File: src/rtl/multi_timer_expiry_manager_top_macros.svh
// Assertion helpers for the files that check their own logic; the top level includes them.
// Each macro expects a clock named clk and an active-low reset named arst_n.
`ifndef MULTI_TIMER_EXPIRY_MANAGER_TOP_MACROS_SVH
`define MULTI_TIMER_EXPIRY_MANAGER_TOP_MACROS_SVH

// The property must hold at every clock edge outside reset.
`define MTEM_ASSERT_ALWAYS(lbl, prop, msg) \
	lbl: assert property (@(posedge clk) disable iff (!arst_n) (prop)) \
		else $error(msg);

// The consequent must hold in the cycle after the antecedent.
`define MTEM_ASSERT_NEXT(lbl, ante, cons, msg) \
	lbl: assert property (@(posedge clk) disable iff (!arst_n) (ante) |=> (cons)) \
		else $error(msg);

// The consequent must hold in the same cycle as the antecedent.
`define MTEM_ASSERT_SAME(lbl, ante, cons, msg) \
	lbl: assert property (@(posedge clk) disable iff (!arst_n) (ante) |-> (cons)) \
		else $error(msg);

`endif

File: src/rtl/mtem_pkg.sv
package mtem_pkg;

	localparam int NUM_TIMERS    = 16;
	localparam int INTERVAL_BITS = 31;
	localparam int ID_BITS       = 4;

	typedef logic [INTERVAL_BITS-1:0] ival_t;
	typedef logic [ID_BITS-1:0]       tid_t;

	typedef enum logic [1:0] {
		ACT_TICK   = 2'd0,
		ACT_ADD    = 2'd1,
		ACT_REMOVE = 2'd2,
		ACT_SET    = 2'd3
	} action_t;

	typedef enum logic [1:0] {
		KIND_ADD    = 2'd0,
		KIND_REMOVE = 2'd1,
		KIND_SET    = 2'd2,
		KIND_EXPIRY = 2'd3
	} kind_t;

	typedef enum logic [1:0] {
		ST_OK        = 2'd0,
		ST_NOT_FOUND = 2'd1,
		ST_FULL      = 2'd2
	} status_t;

	// Command broadcast to every slot cell.
	typedef struct packed {
		logic    valid;
		action_t op;
		tid_t    timer_id;
		ival_t   ival;
		logic    single_shot;
	} cmd_t;

	// What a slot cell reports back to the controller.
	typedef struct packed {
		logic grant;
		logic hit;
		logic emit;
		logic emit_last;
		logic token_held;
	} cell_stat_t;

	// An interval of zero behaves as one.
	function automatic ival_t clean_interval(input ival_t raw);
		ival_t v;
		v = raw;
		if (raw == '0) begin
			v = ival_t'(1);
		end
		return v;
	endfunction

endpackage

File: src/rtl/mtem_cell.sv
module mtem_cell (
	input  logic                    clk,
	input  logic                    arst_n,
	input  mtem_pkg::tid_t          cell_id,
	input  mtem_pkg::cmd_t          cmd,
	input  logic                    taken_in,
	output logic                    taken_out,
	input  logic                    token_in,
	output logic                    token_out,
	input  logic                    more_in,
	output logic                    more_out,
	output mtem_pkg::cell_stat_t    stat
);

	logic                active_q;
	logic                single_q;
	logic                exp_q;
	logic                token_q;
	mtem_pkg::ival_t     interval_q;
	mtem_pkg::ival_t     remain_q;
	logic                claim;
	logic                hit;
	logic                rem_gt1;

	// A free cell claims an add only when no lower cell is free.
	assign claim     = !active_q && !taken_in;
	assign taken_out = taken_in || !active_q;
	assign hit       = active_q && (cmd.timer_id == cell_id);
	assign rem_gt1   = remain_q > mtem_pkg::ival_t'(1);

	// The scan token only moves on while some higher cell still has an expiry.
	assign token_out = token_q && more_in;
	assign more_out  = exp_q || more_in;

	assign stat.grant      = claim;
	assign stat.hit        = hit;
	assign stat.emit       = token_q && exp_q;
	assign stat.emit_last  = !more_in;
	assign stat.token_held = token_q;

	always_ff @(posedge clk or negedge arst_n) begin
		if (!arst_n) begin
			active_q <= 1'b0;
			single_q <= 1'b0;
			exp_q    <= 1'b0;
			token_q  <= 1'b0;
		end else begin
			token_q <= token_in;
			if (token_q) begin
				exp_q <= 1'b0;
			end
			if (cmd.valid) begin
				case (cmd.op)
					mtem_pkg::ACT_ADD: begin
						if (claim) begin
							active_q <= 1'b1;
							single_q <= cmd.single_shot;
						end
					end
					mtem_pkg::ACT_REMOVE: begin
						if (hit) begin
							active_q <= 1'b0;
						end
					end
					mtem_pkg::ACT_TICK: begin
						if (active_q && !rem_gt1) begin
							exp_q <= 1'b1;
							if (single_q) begin
								active_q <= 1'b0;
							end
						end
					end
					default: begin
					end
				endcase
			end
		end
	end

	always_ff @(posedge clk) begin
		if (cmd.valid) begin
			case (cmd.op)
				mtem_pkg::ACT_ADD: begin
					if (claim) begin
						interval_q <= cmd.ival;
						remain_q   <= cmd.ival;
					end
				end
				mtem_pkg::ACT_SET: begin
					if (hit) begin
						interval_q <= cmd.ival;
						remain_q   <= cmd.ival;
					end
				end
				mtem_pkg::ACT_TICK: begin
					if (active_q) begin
						if (rem_gt1) begin
							remain_q <= remain_q - mtem_pkg::ival_t'(1);
						end else begin
							remain_q <= interval_q;
						end
					end
				end
				default: begin
				end
			endcase
		end
	end

endmodule

File: src/rtl/multi_timer_expiry_manager_top.sv
// Add, remove and set interval: the reply beat is registered and appears in the cycle after
// start is taken, busy stays low, and a new action may follow in every cycle.
// Tick: busy while a scan token walks the slot chain one cell per cycle, from the
// lowest slot up to the highest expiring slot (only the lowest if none expires);
// expiry beats follow in ascending slot order, at most one per cycle.
// Reset clears every slot to free and drops any pending beat.
`include "multi_timer_expiry_manager_top_macros.svh"

module multi_timer_expiry_manager_top (
	input  logic        clk,
	input  logic        arst_n,
	input  logic        start,
	output logic        busy,
	input  logic [1:0]  action,
	input  logic [3:0]  timer_id,
	input  logic [30:0] interval,
	input  logic        single_shot,
	output logic        result_valid,
	output logic [1:0]  result_kind,
	output logic [3:0]  timer_id_res,
	output logic [1:0]  status,
	output logic        last
);

	localparam int N = mtem_pkg::NUM_TIMERS;

	// The slot state lives in a row of identical cells. Commands are broadcast to
	// all of them. Three neighbor chains tie the row together: a "taken" chain runs
	// upward so that only the lowest free cell claims an add, an "expiry pending"
	// chain runs downward so a cell knows whether any higher slot still expired, and
	// the scan token runs upward one cell per clock after a tick while a higher expiry remains.
	mtem_pkg::cmd_t       cmd;
	logic                 accept;
	logic                 tick_go;
	logic [N-1:0]         taken_out;
	logic [N-1:0]         token_out;
	logic [N-1:0]         more_out;
	mtem_pkg::cell_stat_t stat [N];

	logic                 any_hit;
	logic                 any_emit;
	logic                 emit_last;
	logic                 token_any;
	mtem_pkg::tid_t       grant_id;
	mtem_pkg::tid_t       emit_id;

	logic                 result_valid_q;
	mtem_pkg::kind_t      kind_q;
	mtem_pkg::tid_t       id_q;
	mtem_pkg::status_t    status_q;
	logic                 last_q;

	logic                 valid_d;
	mtem_pkg::kind_t      kind_d;
	mtem_pkg::tid_t       id_d;
	mtem_pkg::status_t    status_d;
	logic                 last_d;

	// An action is taken whenever start is high and no tick scan is in progress.
	assign accept = start && !busy;
	assign busy   = token_any;

	assign cmd.valid       = accept;
	assign cmd.op          = mtem_pkg::action_t'(action);
	assign cmd.timer_id    = timer_id;
	assign cmd.ival        = mtem_pkg::clean_interval(interval);
	assign cmd.single_shot = single_shot;

	// A tick launches the scan token into the lowest cell.
	assign tick_go = accept && (cmd.op == mtem_pkg::ACT_TICK);

	for (genvar i = 0; i < N; i++) begin : g_cell
		mtem_cell u_cell (
			.clk       (clk),
			.arst_n    (arst_n),
			.cell_id   (mtem_pkg::tid_t'(i)),
			.cmd       (cmd),
			.taken_in  ((i == 0) ? 1'b0 : taken_out[(i == 0) ? 0 : i-1]),
			.taken_out (taken_out[i]),
			.token_in  ((i == 0) ? tick_go : token_out[(i == 0) ? 0 : i-1]),
			.token_out (token_out[i]),
			.more_in   ((i == N-1) ? 1'b0 : more_out[(i == N-1) ? 0 : i+1]),
			.more_out  (more_out[i]),
			.stat      (stat[i])
		);
	end

	// Gather the replies of the cells. At most one cell grants, at most one is
	// addressed and at most one holds the token, so plain OR collection is enough.
	always_comb begin
		any_hit   = 1'b0;
		any_emit  = 1'b0;
		emit_last = 1'b0;
		token_any = 1'b0;
		grant_id  = '0;
		emit_id   = '0;
		for (int i = 0; i < N; i++) begin
			any_hit   = any_hit | stat[i].hit;
			any_emit  = any_emit | stat[i].emit;
			emit_last = emit_last | (stat[i].emit & stat[i].emit_last);
			token_any = token_any | stat[i].token_held;
			grant_id  = grant_id | (stat[i].grant ? mtem_pkg::tid_t'(i) : '0);
			emit_id   = emit_id | (stat[i].emit ? mtem_pkg::tid_t'(i) : '0);
		end
	end

	// Next result beat. Command replies and expiry beats never collide, since a
	// command is only taken while no scan is running.
	always_comb begin
		valid_d  = 1'b0;
		kind_d   = mtem_pkg::KIND_EXPIRY;
		id_d     = emit_id;
		status_d = mtem_pkg::ST_OK;
		last_d   = emit_last;
		if (accept) begin
			last_d = 1'b1;
			case (cmd.op)
				mtem_pkg::ACT_ADD: begin
					valid_d = 1'b1;
					kind_d  = mtem_pkg::KIND_ADD;
					// When no cell is free the chain reports nothing taken-free.
					if (taken_out[N-1]) begin
						id_d = grant_id;
					end else begin
						id_d     = '0;
						status_d = mtem_pkg::ST_FULL;
					end
				end
				mtem_pkg::ACT_REMOVE, mtem_pkg::ACT_SET: begin
					valid_d  = 1'b1;
					kind_d   = (cmd.op == mtem_pkg::ACT_REMOVE) ?
						mtem_pkg::KIND_REMOVE : mtem_pkg::KIND_SET;
					id_d     = timer_id;
					status_d = any_hit ? mtem_pkg::ST_OK : mtem_pkg::ST_NOT_FOUND;
				end
				default: begin
				end
			endcase
		end else if (any_emit) begin
			valid_d = 1'b1;
		end
	end

	always_ff @(posedge clk or negedge arst_n) begin
		if (!arst_n) begin
			result_valid_q <= 1'b0;
		end else begin
			result_valid_q <= valid_d;
		end
	end

	always_ff @(posedge clk) begin
		kind_q   <= kind_d;
		id_q     <= id_d;
		status_q <= status_d;
		last_q   <= last_d;
	end

	assign result_valid = result_valid_q;
	assign result_kind  = kind_q;
	assign timer_id_res = id_q;
	assign status       = status_q;
	assign last         = last_q;

	// The scan token is never split over two cells.
	`MTEM_ASSERT_ALWAYS(a_token_single, $onehot0(token_out) && !token_out[N-1], "scan token duplicated")

	// Every command other than a tick answers with exactly one final beat.
	`MTEM_ASSERT_NEXT(a_cmd_reply, accept && (cmd.op != mtem_pkg::ACT_TICK), result_valid && last, "command reply missing")

	// Once the scan is over, no expiry is left unreported.
	`MTEM_ASSERT_SAME(a_no_stale_expiry, !busy, !more_out[0], "expiry left after scan")

endmodule
File: config.mk
export PLATFORM = sky130hd
export DESIGN_NAME = multi_timer_expiry_manager_top
export DESIGN_NICKNAME = d
export VERILOG_FILES = /design/src/rtl/mtem_pkg.sv /design/src/rtl/mtem_cell.sv /design/src/rtl/multi_timer_expiry_manager_top.sv
export VERILOG_INCLUDE_DIRS = /design/src /design/src/rtl
export SDC_FILE = /design/constraint.sdc
export NUM_CORES = 2
export LEC_CHECK = 0
export BUFFER_PORTS_ARGS = -buffer_cell sky130_fd_sc_hd__buf_2
export CAP_MARGIN = 0
export CELL_PAD_IN_SITES_DETAIL_PLACEMENT = 1
export CELL_PAD_IN_SITES_GLOBAL_PLACEMENT = 1
export CORE_MARGIN = 2
export CORE_UTILIZATION = 40
export DETAILED_ROUTE_END_ITERATION = 6
export HOLD_SLACK_MARGIN = 0.03
export PLACE_DENSITY_LB_ADDON = 0.1
export SYNTH_ARGS = -nofsm -noshare
export SYNTH_HDL_FRONTEND = slang
export SYNTH_SLANG_ARGS = --single-unit
File: constraint.sdc
create_clock -name clk -period 11.2 [get_ports clk]
set_clock_uncertainty 0.1 [all_clocks]
set_input_delay 0.56 -clock clk [delete_from_list [all_inputs] [get_ports clk]]
set_output_delay 0.56 -clock clk [all_outputs]
set_load 0.1 [all_outputs]
# Word level (Yosys, flattened, before mapping)
# Index checks and enable logic that the tools add are counted.
# totals
register_bits,1066
output_inout_bits,11
in_bits,41
elab_cells,875
# op_classes
eq_ne,114
n_lt_le_gt_ge,16
bitwise_logic,104
n_reduce_logical,243
n_addsub,16
mux,281
# ops
cell,n
$mux W31,65
$pmux W31 S3,16
$pmux W31 S2,16
$gt A31 B1 Y1 const B,16
$sub A31 B1 Y31 const B,16
$ne A2 B1 Y1 const B,95
$mux W1,133
$reduce_and A6 Y1,15
$reduce_and A5 Y1,17
$logic_and A1 B1 Y1,80
$mux W4,18
$reduce_and A4 Y1,16
$logic_not A1 Y1,62
$or A1 B1 Y1,60
$or A4 B4 Y4,14
$pmux W1 S3,16
$reduce_and A3 Y1,16
$eq A4 B4 Y1 const B,8
$logic_not A31 Y1,1
$logic_or A1 B1 Y1,29
$mux W3,8
$or A3 B3 Y3,6
$eq A4 B3 Y1 const B,4
$and A1 B1 Y1,15
other kinds (19),32

# Longest topological paths before layout
# depth
ltp_word,31
mapped_depth,11
ltp_nobuf,8

# Modules after synthesis
# A second synthesis with hierarchy kept.
# hier_totals
hier_cells,5340
hier_area_um2,56145.1
# modules_own_cells
module,area_per_inst_um2,seq_area_each_um2,n_inst,cells_per_inst
mtem_cell (g_cell[0].u_cell ...),3499.6,1961.9,7,341
mtem_cell (g_cell[1].u_cell ...),3392.0,1961.9,7,309
mtem_cell (g_cell[8].u_cell ...),3490.8,1961.9,2,331
multi_timer_expiry_manager_top,922.1,205.2,1,128

# Least setup slack after synthesis
# OpenSTA, ideal clock, no wires.
# synth_timing
path_type,in2reg
start,input action[0]
end,"register g_cell[3].u_cell.remain_q[0], enable pin"
t_required_ns,10.512
setup_ns,0.588
slack_ns,3.735
arrival_ns,6.778
cell_stages,8
path_buffers,3
path_cell_list,inv_1 > ha_1 > inv_1 > clkbuf_1 > clkbuf_1 > clkbuf_1 > nor2_1 > a2111oi_0
# synth_between
elab_chain_len,3
elab_cells_between_ends,8
cone_classes,eq/ne: 5; reduce/logical: 3
# synth_lines
element,line_no,rtl
"start, declared",multi_timer_expiry_manager_top.sv:14,"input logic [1:0] action,"
$eq A2 B2 Y1 (tied with other cells),mtem_cell.sv:82,case (cmd.op)
$ne A2 B1 Y1 (no source line) / $reduce_bool A3 Y1 (equally long branches),n/a,
$reduce_and A5 Y1 (no source line) (*),n/a,
"end signal, assigned",mtem_cell.sv:86,remain_q <= cmd.ival;
"end signal, assigned",mtem_cell.sv:92,remain_q <= cmd.ival;
"end signal, assigned",mtem_cell.sv:98,remain_q <= remain_q - mtem_pkg::ival_t'(1);
"end, declared",mtem_cell.sv:20,mtem_pkg::ival_t remain_q;
# Every way passes the cells marked *; elsewhere a longest branch is shown, timed or not.
# A chain may end at the register's enable or synchronous reset.

# Worst setup path after layout
# layout_timing
start,register g_cell[13].u_cell.remain_q[19]
end,register g_cell[13].u_cell.remain_q[1] (data pin)
# layout_between
elab_chain_len,4
# layout_lines
element,line_no,rtl
"start, declared",mtem_cell.sv:20,
"start signal, assigned",mtem_cell.sv:86,
"start signal, assigned",mtem_cell.sv:92,
"start signal, assigned",mtem_cell.sv:98,
$gt A31 B1 Y1,mtem_cell.sv:29,assign rem_gt1 = remain_q > mtem_pkg::ival_t'(1);
$mux W31,mtem_cell.sv:97,if (rem_gt1) begin
$mux W31,mtem_cell.sv:96,if (active_q) begin
$pmux W31 S3,mtem_cell.sv:82,
# No other way between the ends. The select of a mux whose other input is x is not followed.

==> results.sh <==
export IMPL_numCtsBuffers=119
export IMPL_post_drt_wl_per_cell_um=31.3
export IMPL_clk_latency_ns=0.77
export IMPL_die_area_sq_mm=0.133
export IMPL_start_util_pct=40.3
export IMPL_syn_cell_area_sq_mm=0.0522
export IMPL_grt_max_degree=128
export IMPL_relSlewSlack_pct=11.1
export IMPL_slew_viol_final=0
export IMPL_hold_viol_final=0
export IMPL_grt_ovfl_total=0
export IMPL_clock_fmax_mhz=226
export IMPL_vias_per_cell=6.28
export IMPL_async_flop_share_pct=6.10
export IMPL_synth_lib_cells_used_distinct=87
export IMPL_drt_iter0_drc=4905
export IMPL_drtAntennaViolNets=0
export IMPL_synth_area_top_cells="edfxtp_1, o21ai_0, xnor2_1"
export IMPL_setup_violations=0
export IMPL_critPathRequiredTime_ns=11.51
export IMPL_synth_edf_count=992
export IMPL_postSynthAreaPerCell_sq_um=11.2
export IMPL_slowest_stage="o21ai_0"
export IMPL_drive_gt1_share_pct=10.1
export IMPL_row_count=132
export IMPL_p_total_w=0.0120
export IMPL_yosysWarnings=0
export IMPL_cts_tree="built"
export IMPL_cts_sinks=1066
export IMPL_drt_first_pass_iters=6
export IMPL_io_pins=52
export IMPL_powerDensity_mw_per_mm2=204
export IMPL_yosysSeqAreaShare_pct=60.5
export IMPL_critPathKind="reg -> reg"
export IMPL_clockBufferDepth=3
export IMPL_cp_start_kind="flop"
export IMPL_die_h_um=365
export IMPL_totalWireLength_um=205000
export IMPL_cts_root_buf="clkbuf_16"
export IMPL_final_common_cell="edfxtp_1"
export IMPL_end_kind="flop"
export IMPL_synth_nets=4717
export IMPL_fin_crit_ns=4.43
export IMPL_clk_pin_slew_ns=0.06
export IMPL_synth_compound_area_share_pct=14.0
export IMPL_synthAdderAreaFrac_pct=0.887
export IMPL_fillCellCount=13831
export IMPL_syn_to_final_growth_pct=12.8
export IMPL_drc=0
export IMPL_crit_arrival_ns=4.75
export IMPL_grt_pass1_vias=40324
export IMPL_setup_tns_ns=0
export IMPL_synthCells=4639
export IMPL_final_cell_mix="edfxtp_1, o21ai_0, nor2_1"
export IMPL_antenna_found_initial=44
export IMPL_portBuffers=51
export IMPL_htree_levels=3
export IMPL_hpwl_um=121000
export IMPL_gp_congestion=0.896
export IMPL_rsz0062_at_grt="false"
export IMPL_use_met3_pct=4.83
export IMPL_status="completed"
export IMPL_yosysTopAreaCell="edfxtp_1"
export IMPL_fin_crit_sh_pct=39.6
export IMPL_regArea_sq_mm=0.0316
export IMPL_synth_top_family_by_area="simple AND/OR/NAND/NOR gates"
export IMPL_synthFlopType="edfxtp_1"
export IMPL_crit_buf_inv=0
export IMPL_synthSimpleGateAreaFrac_pct=15.2
export IMPL_fin_nets=4723
export IMPL_cpPeakStageDelay_ns=1.31
export IMPL_vias=41047
export IMPL_crit_chain="or3_1 -> nor4_1 -> nand4_1 -> o21ai_0 -> a21oi_1"
export IMPL_hold_path_class="in -> reg"
export IMPL_synth_top_cell_area_share_pct=57.1
export IMPL_grt_use_total_pct=30.6
export IMPL_gr_usage_met1_pct=43.0
export IMPL_synth_xor_area_share_pct=5.82
export IMPL_irDropWorstVdd_uv=300
export IMPL_multiInputGateArea_sq_mm=0.0195
export IMPL_synth_mux_area_share_pct=0.770
export IMPL_post_cts_resized=0
export IMPL_top_usage_layer="met2"
export IMPL_core_sq_mm=0.129
export IMPL_leakage_nw=18.8
export IMPL_path_max_fanout=20
export IMPL_die_w_um=365
export IMPL_tightestPinTransition_ns=1.33
export IMPL_drv_cap=0
export IMPL_grt_pass1_wl_um=294000
export IMPL_synth_seq_cells=1066
export IMPL_crit_family="simple AND/OR/NAND/NOR gates"
export IMPL_grt_use_met2_pct=48.0
layout make-up:
class / instances / area share, %
inverter: 76 / 0.497
sequential: 1066 / 53.7
antenna: 48 / 0.204
multi-input combinational: 3205 / 33.1
clock inverter: 72 / 1.22
clock buffer: 154 / 5.49
timing repair buffer: 177 / 2.07
tap: 1742 / 3.70
worst paths after layout:
| path | end | cells past startpoint | startpoint | slack [ns] |
|---|---|---|---|---|
| setup / recovery | g_cell[13].u_cell.remain_q[1] | 5 | g_cell[13].u_cell.remain_q[19] | 6.77 |
| hold / removal | timer_id_res[2] | 3 | timer_id[2] | 0.12 |
| setup reg to reg | g_cell[13].u_cell.remain_q[1] | 5 | g_cell[13].u_cell.remain_q[19] | 6.77 |
| hold reg to reg | g_cell[0].u_cell.single_q | 1 | g_cell[0].u_cell.single_q | 0.41 |
| max in group asynchronous | g_cell[1].u_cell.active_q | 2 | arst_n | 9.96 |
| min in group asynchronous | g_cell[8].u_cell.token_q | 2 | arst_n | 0.37 |
cells by family (layout without fill, tap and decap cells):
family	Yosys count	in the layout
muxes	38	38
DFF	1066	1066
other	0	48
AOI/OAI and AO/OA	1216	1216
xor gates and xnor gates	347	347
adders and majority gates	37	37
and+or+nand+nor	1567	1567
buffers and inverters	368	479
state kept, by name, summed over array words and instances, names as in the netlist:
signal                    count
last                          1
status                        2
g_cell.u_cell.active_q       16
g_cell.u_cell.interval_q    496
timer_id_res                  4
g_cell.u_cell.exp_q          16
g_cell.u_cell.single_q       16
g_cell.u_cell.remain_q      496
result_valid                  1
result_kind                   2
g_cell.u_cell.token_q        16
stage by stage:
step | utilization (%) | std cells | hold slack (ns) | worst slack, ns | area, sq um
after floorplan | - | 4639 | 0.164 | 3.73 | 52200
after global placement | 42.3 | 6265 | 0.390 | 6.96 | 54800
after detailed placement | 42.3 | 6265 | 0.398 | 6.96 | 54800
after CTS | 45.4 | 6492 | 0.0635 | 6.93 | 58700
after global routing | 45.4 | 6494 | 0.133 | 6.63 | 58800
final | 45.5 | 6540 | 0.124 | 6.77 | 58900
metal layers:
layer	vias up	share of wire (%)
li1	17757	-
met1	21142	42
met2	1832	46
met3	312	8.6
met4	4	3.3
met5	-	0.015
worst reg2reg max path, cell delays in order (launching register included):
cell	delay, ns
edfxtp_1	0.45
or3_1	0.45
nor4_1	0.59
nand4_1	0.87
o21ai_0	1.31
a21oi_1	0.30
synth_stat cells, types with 46 or more instances:
master and number:
edfxtp_1 992, o21ai_0 572, nor2_1 402, nand2_1 281, clkbuf_1 241, nand3_1 213, xnor2_1 186, a21oi_1 168
nor3_1 162, xor2_1 161, nor4_1 135, a31oi_1 104, inv_1 76, or3_1 73, o311ai_0 68, dfrtp_1 65
or4_1 63, o31ai_1 53, nand4_1 46
report_power, final:
part / internal [W] / switching (W)
Combinational: 0.000590 / 0.00158
Sequential: 0.00525 / 0.000539
Clock: 0.00231 / 0.00174
what timing repair did:
| action | 4_1_cts | 5_1_grt |
|---|---|---|
| setup buffers | 0 | 0 |
| hold buffers | 1 | 0 |
| endpoints found under the hold margin | 65 | 0 |
(Power assumes the default switching activity.)
